--- config.mk ---
export PLATFORM = sky130hd
export DESIGN_NAME = exponential_easing_curve
export DESIGN_NICKNAME = d
export VERILOG_FILES = /design/src/sv/eec_pkg.sv /design/src/sv/eec_divider.sv /design/src/sv/exponential_easing_curve.sv
export VERILOG_INCLUDE_DIRS = /design/src /design/src/sv
export SDC_FILE = /design/constraint.sdc
export NUM_CORES = 1
export LEC_CHECK = 0
export BUFFER_PORTS_ARGS = -buffer_cell sky130_fd_sc_hd__clkbuf_2
export CORE_ASPECT_RATIO = 1.1
export CORE_MARGIN = 10
export CORE_UTILIZATION = 59
export DETAILED_ROUTE_END_ITERATION = 10
export GPL_TIMING_DRIVEN = 0
export PLACE_DENSITY = 0.81
export REMOVE_ABC_BUFFERS = 1
export SYNTH_ARGS = -nofsm -noshare
export SYNTH_HDL_FRONTEND = slang
export SYNTH_SLANG_ARGS = --single-unit
export TNS_END_PERCENT = 100
--- constraint.sdc ---
create_clock -name clk -period 11 [get_ports clk]
set_clock_uncertainty 0.1 [all_clocks]
set_input_delay 3.3 -clock clk [delete_from_list [all_inputs] [get_ports clk]]
set_output_delay 3.3 -clock clk [all_outputs]
set_load 0.02 [all_outputs]
--- src/sv/exponential_easing_curve_assert.svh ---
// assertion macros shared by the easing curve modules
`ifndef EXPONENTIAL_EASING_CURVE_ASSERT_SVH
`define EXPONENTIAL_EASING_CURVE_ASSERT_SVH

// property that holds at every edge outside reset
`define EEC_ASSERT_ALWAYS(label, clk, rst_n, expr, msg) \
  label: assert property (@(posedge clk) disable iff (!rst_n) (expr)) else $error(msg);

// property that holds on the edge after a reset edge
`define EEC_ASSERT_AFTER_RESET(label, clk, rst_n, expr, msg) \
  label: assert property (@(posedge clk) !rst_n |=> (expr)) else $error(msg);

`endif

--- src/sv/eec_pkg.sv ---
// shared types, constants and table functions for the exponential easing curve
package eec_pkg;

  localparam int TIME_BITS_DEF       = 16;
  localparam int FRAC_BITS_DEF       = 16;
  localparam int EXP_TABLE_DEPTH_DEF = 64;

  localparam int DUR_MAX_BITS  = 16;
  localparam int CFG_IDX_BITS  = 1;
  localparam int CFG_DATA_BITS = 16;
  localparam int MODE_BITS     = 2;
  localparam int OUT_BITS      = 17;
  localparam int OUT_FRAC      = 16;
  localparam int WORK_BITS     = 30;
  localparam int DIV_STEPS     = 4;

  localparam logic [CFG_IDX_BITS-1:0] CFG_EASE_MODE = 1'b0;
  localparam logic [CFG_IDX_BITS-1:0] CFG_DURATION  = 1'b1;

  typedef enum logic [MODE_BITS-1:0] {
    MODE_IN     = 2'd0,
    MODE_OUT    = 2'd1,
    MODE_IN_OUT = 2'd2
  } ease_mode_t;

  // per-item flags that ride along the pipeline
  typedef struct packed {
    logic force_en;
    logic force_one;
    logic halve;
    logic invert;
  } ctl_t;

  function automatic logic [63:0] isqrt64(input logic [63:0] val);
    logic [63:0] v;
    logic [63:0] r;
    logic [63:0] b;
    v = val;
    r = '0;
    b = 64'd1 << 62;
    for (int j = 0; j < 32; j++) begin
      if (v >= r + b) begin
        v = v - (r + b);
        r = (r >> 1) + b;
      end else begin
        r = r >> 1;
      end
      b = b >> 2;
    end
    return r;
  endfunction

  // 2^(-f / 2^30) rounded to fbits fraction bits
  function automatic logic [63:0] exp_entry(input logic [63:0] f, input int fbits);
    logic [63:0] root [WORK_BITS+1];
    logic [63:0] y;
    root[0] = 64'd1 << (WORK_BITS - 1);
    for (int i = 1; i <= WORK_BITS; i++) begin
      root[i] = isqrt64(root[i-1] << WORK_BITS);
    end
    y = 64'd1 << WORK_BITS;
    for (int i = 1; i <= WORK_BITS; i++) begin
      if (f[WORK_BITS-i]) begin
        y = (y * root[i] + (64'd1 << (WORK_BITS - 1))) >> WORK_BITS;
      end
    end
    y = (y + (64'd1 << (WORK_BITS - fbits - 1))) >> (WORK_BITS - fbits);
    return y;
  endfunction

endpackage

--- src/sv/eec_divider.sv ---
// pipelined restoring divider, a few quotient bits per stage
module eec_divider #(
  parameter int DIV_BITS  = eec_pkg::DUR_MAX_BITS,
  parameter int NUM_BITS  = eec_pkg::DUR_MAX_BITS + 4,
  parameter int FRAC_BITS = eec_pkg::FRAC_BITS_DEF,
  parameter int QUOT_BITS = eec_pkg::FRAC_BITS_DEF + 4
) (
  input  logic                 clk,
  input  logic                 rst_n,
  input  logic                 in_valid,
  output logic                 in_ready,
  input  logic [NUM_BITS-1:0]  in_num,
  input  eec_pkg::ctl_t        in_ctl,
  input  logic [DIV_BITS-1:0]  divisor,
  output logic                 out_valid,
  input  logic                 out_ready,
  output logic [QUOT_BITS-1:0] out_quot,
  output eec_pkg::ctl_t        out_ctl
);

  localparam int SPS = eec_pkg::DIV_STEPS;
  localparam int NDS = QUOT_BITS / SPS;
  localparam int DVW = NUM_BITS + FRAC_BITS;

  logic [NDS-1:0]       v_r;
  logic [DIV_BITS-1:0]  rem_r [NDS];
  logic [QUOT_BITS-1:0] dvd_r [NDS];
  logic [QUOT_BITS-1:0] quot_r [NDS];
  eec_pkg::ctl_t        ctl_r [NDS];
  logic [NDS:0]         rdy;
  logic [DVW-1:0]       dvd_full;

  assign dvd_full = {in_num, {FRAC_BITS{1'b0}}};
  assign rdy[NDS] = out_ready;
  assign in_ready = rdy[0];

  for (genvar s = 0; s < NDS; s++) begin : g_stage
    logic                 pv;
    logic [DIV_BITS-1:0]  prem;
    logic [QUOT_BITS-1:0] pdvd;
    logic [QUOT_BITS-1:0] pquot;
    eec_pkg::ctl_t        pctl;
    logic [DIV_BITS:0]    rs;
    logic [DIV_BITS-1:0]  rem_nxt;
    logic [QUOT_BITS-1:0] dvd_nxt;
    logic [QUOT_BITS-1:0] quot_nxt;

    if (s == 0) begin : g_first
      assign pv    = in_valid;
      assign prem  = DIV_BITS'(in_num >> (QUOT_BITS - FRAC_BITS));
      assign pdvd  = dvd_full[QUOT_BITS-1:0];
      assign pquot = '0;
      assign pctl  = in_ctl;
    end else begin : g_next
      assign pv    = v_r[s-1];
      assign prem  = rem_r[s-1];
      assign pdvd  = dvd_r[s-1];
      assign pquot = quot_r[s-1];
      assign pctl  = ctl_r[s-1];
    end

    assign rdy[s] = !v_r[s] || rdy[s+1];

    always_comb begin
      rem_nxt  = prem;
      dvd_nxt  = pdvd;
      quot_nxt = pquot;
      rs       = '0;
      for (int j = 0; j < SPS; j++) begin
        rs       = {rem_nxt, dvd_nxt[QUOT_BITS-1]};
        dvd_nxt  = dvd_nxt << 1;
        quot_nxt = quot_nxt << 1;
        if (rs >= {1'b0, divisor}) begin
          rs          = rs - {1'b0, divisor};
          quot_nxt[0] = 1'b1;
        end
        rem_nxt = rs[DIV_BITS-1:0];
      end
    end

    always_ff @(posedge clk) begin
      if (!rst_n) begin
        v_r[s] <= 1'b0;
      end else if (rdy[s]) begin
        v_r[s] <= pv;
      end
      if (rdy[s] && pv) begin
        rem_r[s]  <= rem_nxt;
        dvd_r[s]  <= dvd_nxt;
        quot_r[s] <= quot_nxt;
        ctl_r[s]  <= pctl;
      end
    end
  end

  assign out_valid = v_r[NDS-1];
  assign out_quot  = quot_r[NDS-1];
  assign out_ctl   = ctl_r[NDS-1];

`include "exponential_easing_curve_assert.svh"

  `EEC_ASSERT_AFTER_RESET(a_div_reset_empty, clk, rst_n, v_r == '0, "divider not empty after reset")
  `EEC_ASSERT_ALWAYS(a_div_empty_ready, clk, rst_n, out_valid || in_ready, "empty divider stalls")
  `EEC_ASSERT_ALWAYS(a_div_ready_chain, clk, rst_n, !out_ready || in_ready, "ready lost in chain")

endmodule

--- src/sv/exponential_easing_curve.sv ---
// exponential easing curve: elapsed time to eased fraction in Q1.16
//
//  channel | direction | handshake            | payload
//  in_     | input     | in_valid / in_stall  | in_elapsed_time
//  out_    | output    | out_valid / out_stall| out_tween_fraction
//  cfg_    | input     | cfg_valid / cfg_ready| cfg_index, cfg_wdata
//
// one item per cycle while out_stall is low; the divider stages form the exponent
// 10*num/duration, 4 quotient bits each
// reset clears the stage valid bits and sets ease_mode 0, duration all ones; no clearing pass
// each stage loads whenever it is empty or the stage after it moves, so a stalled
// output only stops the stages that are full behind it
module exponential_easing_curve #(
  parameter int TIME_BITS       = eec_pkg::TIME_BITS_DEF,
  parameter int FRAC_BITS       = eec_pkg::FRAC_BITS_DEF,
  parameter int EXP_TABLE_DEPTH = eec_pkg::EXP_TABLE_DEPTH_DEF
) (
  input  logic                               clk,
  input  logic                               rst_n,
  input  logic                               in_valid,
  output logic                               in_stall,
  input  logic [TIME_BITS-1:0]               in_elapsed_time,
  output logic                               out_valid,
  input  logic                               out_stall,
  output logic [eec_pkg::OUT_BITS-1:0]       out_tween_fraction,
  input  logic                               cfg_valid,
  output logic                               cfg_ready,
  input  logic [eec_pkg::CFG_IDX_BITS-1:0]   cfg_index,
  input  logic [eec_pkg::CFG_DATA_BITS-1:0]  cfg_wdata
);

  localparam int DUR_BITS = (TIME_BITS < eec_pkg::DUR_MAX_BITS) ? TIME_BITS
                                                               : eec_pkg::DUR_MAX_BITS;
  localparam int MUL_BITS = DUR_BITS + 4;
  localparam int QW       = FRAC_BITS + 4;
  localparam int NDS      = (QW + eec_pkg::DIV_STEPS - 1) / eec_pkg::DIV_STEPS;
  localparam int QP       = NDS * eec_pkg::DIV_STEPS;
  localparam int IPW      = QP - FRAC_BITS;
  localparam int IW       = $clog2(EXP_TABLE_DEPTH);
  localparam int ENT_BITS = FRAC_BITS + 1;
  localparam int PRW      = FRAC_BITS + IW + 1;
  localparam logic [ENT_BITS-1:0] ONE_Q = {1'b1, {FRAC_BITS{1'b0}}};

  // configuration
  logic [eec_pkg::MODE_BITS-1:0] ease_mode_r;
  logic [DUR_BITS-1:0]           duration_r;

  assign cfg_ready = 1'b1;

  always_ff @(posedge clk) begin
    if (!rst_n) begin
      ease_mode_r <= eec_pkg::MODE_IN;
      duration_r  <= '1;
    end else if (cfg_valid && cfg_ready) begin
      case (cfg_index)
        eec_pkg::CFG_EASE_MODE: ease_mode_r <= cfg_wdata[eec_pkg::MODE_BITS-1:0];
        eec_pkg::CFG_DURATION:  duration_r  <= DUR_BITS'(cfg_wdata);
        default: ;
      endcase
    end
  end

  // handshake chain
  logic rdy_f;
  logic rdy_l;
  logic rdy_o;
  logic div_in_ready;

  // front stage: saturate, pick numerator and flags, times ten
  logic                f_v_r;
  logic [MUL_BITS-1:0] f_mul_r;
  eec_pkg::ctl_t       f_ctl_r;
  logic [DUR_BITS-1:0] d_eff;
  logic [DUR_BITS-1:0] t_sat;
  logic [DUR_BITS:0]   t2;
  logic [DUR_BITS:0]   d1;
  logic [DUR_BITS-1:0] num;
  logic [MUL_BITS-1:0] mul_nxt;
  eec_pkg::ctl_t       ctl_nxt;

  assign d_eff = (duration_r == '0) ? DUR_BITS'(1) : duration_r;
  assign t_sat = (in_elapsed_time > TIME_BITS'(d_eff)) ? d_eff : DUR_BITS'(in_elapsed_time);
  assign t2    = {t_sat, 1'b0};
  assign d1    = {1'b0, d_eff};

  always_comb begin
    num     = '0;
    ctl_nxt = '0;
    case (ease_mode_r)
      eec_pkg::MODE_IN: begin
        if (t_sat == '0) begin
          ctl_nxt.force_en = 1'b1;
        end else begin
          num = d_eff - t_sat;
        end
      end
      eec_pkg::MODE_OUT: begin
        if (t_sat == d_eff) begin
          ctl_nxt.force_en  = 1'b1;
          ctl_nxt.force_one = 1'b1;
        end else begin
          num            = t_sat;
          ctl_nxt.invert = 1'b1;
        end
      end
      eec_pkg::MODE_IN_OUT: begin
        if (t_sat == '0) begin
          ctl_nxt.force_en = 1'b1;
        end else if (t_sat == d_eff) begin
          ctl_nxt.force_en  = 1'b1;
          ctl_nxt.force_one = 1'b1;
        end else if (t2 < d1) begin
          num           = DUR_BITS'(d1 - t2);
          ctl_nxt.halve = 1'b1;
        end else begin
          num            = DUR_BITS'(t2 - d1);
          ctl_nxt.halve  = 1'b1;
          ctl_nxt.invert = 1'b1;
        end
      end
      default: begin
        ctl_nxt.force_en = 1'b1;
      end
    endcase
    mul_nxt = (MUL_BITS'(num) << 3) + (MUL_BITS'(num) << 1);
  end

  assign rdy_f    = !f_v_r || div_in_ready;
  assign in_stall = !rdy_f;

  always_ff @(posedge clk) begin
    if (!rst_n) begin
      f_v_r <= 1'b0;
    end else if (rdy_f) begin
      f_v_r <= in_valid;
    end
    if (rdy_f && in_valid) begin
      f_mul_r <= mul_nxt;
      f_ctl_r <= ctl_nxt;
    end
  end

  // exponent magnitude 10*num/d in Q.FRAC_BITS
  logic          div_out_valid;
  logic [QP-1:0] div_quot;
  eec_pkg::ctl_t div_ctl;

  eec_divider #(
    .DIV_BITS  (DUR_BITS),
    .NUM_BITS  (MUL_BITS),
    .FRAC_BITS (FRAC_BITS),
    .QUOT_BITS (QP)
  ) u_div (
    .clk       (clk),
    .rst_n     (rst_n),
    .in_valid  (f_v_r),
    .in_ready  (div_in_ready),
    .in_num    (f_mul_r),
    .in_ctl    (f_ctl_r),
    .divisor   (d_eff),
    .out_valid (div_out_valid),
    .out_ready (rdy_l),
    .out_quot  (div_quot),
    .out_ctl   (div_ctl)
  );

  // fraction table 2^(-k/depth)
  logic [ENT_BITS-1:0] exp_tab [EXP_TABLE_DEPTH];

  for (genvar k = 0; k < EXP_TABLE_DEPTH; k++) begin : g_tab
    localparam logic [63:0] FK = (64'(k) << eec_pkg::WORK_BITS) / EXP_TABLE_DEPTH;
    assign exp_tab[k] = ENT_BITS'(eec_pkg::exp_entry(FK, FRAC_BITS));
  end

  // lookup stage
  logic                l_v_r;
  logic [ENT_BITS-1:0] l_ent_r;
  logic [IPW-1:0]      l_ip_r;
  eec_pkg::ctl_t       l_ctl_r;
  logic [PRW-1:0]      idx_prod;
  logic [IW-1:0]       idx_raw;
  logic [IW-1:0]       idx;

  assign idx_prod = PRW'(div_quot[FRAC_BITS-1:0]) * PRW'(EXP_TABLE_DEPTH);
  assign idx_raw  = idx_prod[FRAC_BITS+IW-1:FRAC_BITS];
  assign idx      = (idx_raw > IW'(EXP_TABLE_DEPTH - 1)) ? IW'(EXP_TABLE_DEPTH - 1) : idx_raw;
  assign rdy_l    = !l_v_r || rdy_o;

  always_ff @(posedge clk) begin
    if (!rst_n) begin
      l_v_r <= 1'b0;
    end else if (rdy_l) begin
      l_v_r <= div_out_valid;
    end
    if (rdy_l && div_out_valid) begin
      l_ent_r <= exp_tab[idx];
      l_ip_r  <= div_quot[QP-1:FRAC_BITS];
      l_ctl_r <= div_ctl;
    end
  end

  // shift, halve, mirror and output scaling
  logic [7:0]                   ip8;
  logic [ENT_BITS-1:0]          pw;
  logic [eec_pkg::OUT_BITS-1:0] frac_w;
  logic                         out_valid_r;
  logic [eec_pkg::OUT_BITS-1:0] out_frac_r;

  always_comb begin
    ip8 = 8'(l_ip_r);
    pw  = (ip8 >= 8'd32) ? '0 : (l_ent_r >> ip8);
    if (l_ctl_r.halve) begin
      pw = pw >> 1;
    end
    if (l_ctl_r.invert) begin
      pw = ONE_Q - pw;
    end
    if (l_ctl_r.force_en) begin
      pw = l_ctl_r.force_one ? ONE_Q : '0;
    end
  end

  if (FRAC_BITS > eec_pkg::OUT_FRAC) begin : g_round
    localparam logic [ENT_BITS-1:0] RND =
      ENT_BITS'(1) << (FRAC_BITS - eec_pkg::OUT_FRAC - 1);
    assign frac_w = eec_pkg::OUT_BITS'((pw + RND) >> (FRAC_BITS - eec_pkg::OUT_FRAC));
  end else if (FRAC_BITS == eec_pkg::OUT_FRAC) begin : g_same
    assign frac_w = eec_pkg::OUT_BITS'(pw);
  end else begin : g_widen
    assign frac_w = eec_pkg::OUT_BITS'(pw) << (eec_pkg::OUT_FRAC - FRAC_BITS);
  end

  assign rdy_o = !out_valid_r || !out_stall;

  always_ff @(posedge clk) begin
    if (!rst_n) begin
      out_valid_r <= 1'b0;
    end else if (rdy_o) begin
      out_valid_r <= l_v_r;
    end
    if (rdy_o && l_v_r) begin
      out_frac_r <= frac_w;
    end
  end

  assign out_valid          = out_valid_r;
  assign out_tween_fraction = out_frac_r;

`include "exponential_easing_curve_assert.svh"

  `EEC_ASSERT_AFTER_RESET(a_out_reset_empty, clk, rst_n, !out_valid, "item out after reset")
  `EEC_ASSERT_ALWAYS(a_frac_le_one, clk, rst_n, !out_valid || (out_tween_fraction <= 17'h10000), "fraction above one")
  `EEC_ASSERT_ALWAYS(a_empty_no_stall, clk, rst_n, out_valid || !in_stall, "input stalled with empty output")

endmodule
==> flow_metrics.env <==
export IMPL_outcome="finished clean"
export IMPL_place_gp_congestion=0.9512
export IMPL_setup_ws_ns=0.4087
export IMPL_grt_pass1_wl_mm=92.81
export IMPL_synthTopCellsByArea="edfxtp_1 (23%), ha_1 (15%), a21oi_1 (5.4%)"
export IMPL_holdWs_ns=0.3176
export IMPL_synth_ff_type="edfxtp_1"
export IMPL_vias=18790
export IMPL_ys_types=96
export IMPL_crit_top_cell="a21oi_1"
export IMPL_slowest_stage="a2111oi_4"
export IMPL_synthArstFlopShare=0
export IMPL_multi_input_area_um2=14620
export IMPL_grt_use_total=0.2676
export IMPL_final_common_cell="ha_1"
export IMPL_grt_ovfl_total=0
export IMPL_max_freq_mhz=94.42
export IMPL_arrival_ns=10.69
export IMPL_cts_sinks=185
export IMPL_worst_skew_pair_late_latency_ns=0.45
export IMPL_routed_wl_mm=58.86
export IMPL_period_share=0.9628
export IMPL_maxCapViolations=0
export IMPL_final_cells=2875
export IMPL_grt_pass1_vias=18024
export IMPL_yosysTopAreaCellShare=0.2325
export IMPL_synth_warnings=0
export IMPL_wl_per_cell_um=20.47
export IMPL_start_util=0.5988
export IMPL_regArea_um2=5306
export IMPL_startpoint_type="input pin"
export IMPL_dr_pass1_iters=6
export IMPL_num_rows=71
export IMPL_portBuffers=56
export IMPL_pre_cts_ws_ns=-1.625
export IMPL_die_w_um=197.9
export IMPL_postCtsHoldBufs=0
export IMPL_tightest_slew_ns=1.109
export IMPL_hold_path_class="reg2reg"
export IMPL_clkTransAtPathRegs_ns=0.08
export IMPL_end_kind="flip-flop"
export IMPL_cp_required_ns=11.09
export IMPL_synthCells=2384
export IMPL_final_core_util=0.6542
export IMPL_netlist_area_um2=20530
export IMPL_nNetsFinal=2715
export IMPL_synth_avg_cell_area_um2=8.613
export IMPL_drt_iter0_drc=1489
export IMPL_viasPerCell=6.536
export IMPL_drc=0
export IMPL_synth_edf_count=159
export IMPL_crit_type="in2reg"
export IMPL_drive_gt1_frac=0.1366
export IMPL_antennaDiodeCount=0
export IMPL_critPathMaxStageDelay_ns=0.43
export IMPL_min_period_ns=10.59
export IMPL_io_pin_count=58
export IMPL_antenna_found_initial=0
export IMPL_dp_hpwl_mm=42.07
export IMPL_dieHeight_um=215.7
export IMPL_hold_viol_final=0
export IMPL_htree_levels=4
export IMPL_clockBufferDepth=2
export IMPL_setup_viol=0
export IMPL_numPlacedInstances=2794
export IMPL_fp_dieArea_um2=42670
export IMPL_area_growth_pct=9.250
export IMPL_relSlewSlack=0.2591
export IMPL_fill_cells=2781
export IMPL_cts_tree="yes"
export IMPL_yosys_area_top_type="edfxtp_1"
export IMPL_slew_viol_final=0
export IMPL_coreArea_um2=34290
export IMPL_ys_ff_latch=185
export IMPL_cp_max_fo=31
export IMPL_antenna_left=0
export IMPL_cts_root_buf="clkbuf_16"
export IMPL_grt_max_degree=48
export IMPL_final_cell_mix="ha_1 (243), nor2_1 (218), a21oi_1 (215)"
export IMPL_ys_seq_area_frac=0.2579
export IMPL_cts_buffers=17
==> cells in the mapped netlist (9+ instances only) <==
master / count
and3_1: 17
xnor2_1: 107
mux2i_1: 38
mux2_2: 67
mux4_2: 17
mux2_4: 12
and2_1: 12
o21a_1: 41
edfxtp_1: 159
o21bai_1: 18
nor3_1: 55
o21ai_0: 142
nand4_1: 23
nor2b_1: 39
or2_2: 9
ha_1: 243
a31oi_1: 21
dfxtp_1: 26
buf_1: 11
inv_1: 118
nand3_1: 51
a211oi_1: 26
a21boi_0: 22
a21oi_1: 220
fa_1: 10
nand2_1: 187
nor4_1: 16
nand2b_1: 30
o31ai_1: 10
o211ai_1: 41
or3_1: 10
o22ai_1: 22
xor2_1: 40
a221oi_1: 10
clkbuf_1: 73
nor2_1: 219
a21o_1: 72
==> flip-flops by register name, indices dropped and copies added, names as in the netlist, 4 cells and up <==
| register | count |
|---|---|
| u_div.quot_r | 42 |
| u_div.rem_r | 32 |
| u_div.ctl_r | 20 |
| f_mul_r | 19 |
| l_ent_r | 17 |
| out_tween_fraction | 17 |
| duration_r | 16 |
| f_ctl_r | 4 |
| l_ctl_r | 4 |
| l_ip_r | 4 |
| u_div.g_stage.pv | 4 |
==> final cells by class <==
| class | instances | share of cell area |
|---|---|---|
| Multi-Input combinational cell | 1977 | 0.6518 |
| Sequential cell | 185 | 0.2365 |
| Timing Repair Buffer | 114 | 0.03631 |
| Tap cell | 438 | 0.02443 |
| Inverter | 129 | 0.02426 |
| Clock buffer | 18 | 0.01913 |
| Clock inverter | 14 | 0.007530 |
==> per-stage QoR <==
step / cell area [um^2] / TNS, ns
after global placement: 20980 / -51.58
after floorplan: 20150 / 0
after global routing: 22430 / -2.413
final: 22430 / 0
after CTS: 22100 / 0
after detailed placement: 21150 / -43.80
==> critical path, delay by kind of cell <==
kind,cells,cell delay [ns]
adder cells (fa/ha/maj),3,0.95
AO/OA/AOI/OAI,22,5.07
buffers and inverters,3,0.44
AND/OR/NAND/NOR,4,0.55
XOR/XNOR,2,0.34
==> routing by layer <==
layer,track usage,routed length [um],vias up,share of wire
met3,0.03346,3159,193,0.054
met5,0,0,-,0
met1,0.3042,22890,8902,0.39
li1,-,-,8975,-
met4,0.1572,3550,0,0.060
met2,0.4706,29260,720,0.50
==> logic make-up after synthesis <==
logic type,share of synthesized area
fa+ha+maj,0.1578
xor+xnor,0.06270
simple gates,0.1596
buf+inv,0.04235
mux,0.08653
compound gates,0.2329
other cells,0.0001826
flops,0.2579
==> what timing repair did <==
item	CTS	global route
gates resized for setup	27	50
buffers inserted	30	16
endpoints found under the setup margin	39	40
gates cloned	1	0
hold endpoints to repair	0	0
pin swaps	3	8
==> final timing paths <==
check,slack (ns),end,from,depth (start not counted)
setup / recovery,0.41,f_mul_r[17]$_DFFE_PP_,in_elapsed_time[13],34
hold / removal,0.32,u_div.quot_r[0][70]$_DFFE_PP_,u_div.quot_r[0][46]$_DFFE_PP_,0
setup reg to reg,0.47,u_div.rem_r[0][14]$_DFFE_PP_,duration_r[15]$_SDFFE_PN1P_,46
hold reg to reg,0.32,u_div.quot_r[0][70]$_DFFE_PP_,u_div.quot_r[0][46]$_DFFE_PP_,0
Power is left out: the tool's default activity adds up to more than one toggle a clock period on the data nets, which glitch-free logic cannot reach.
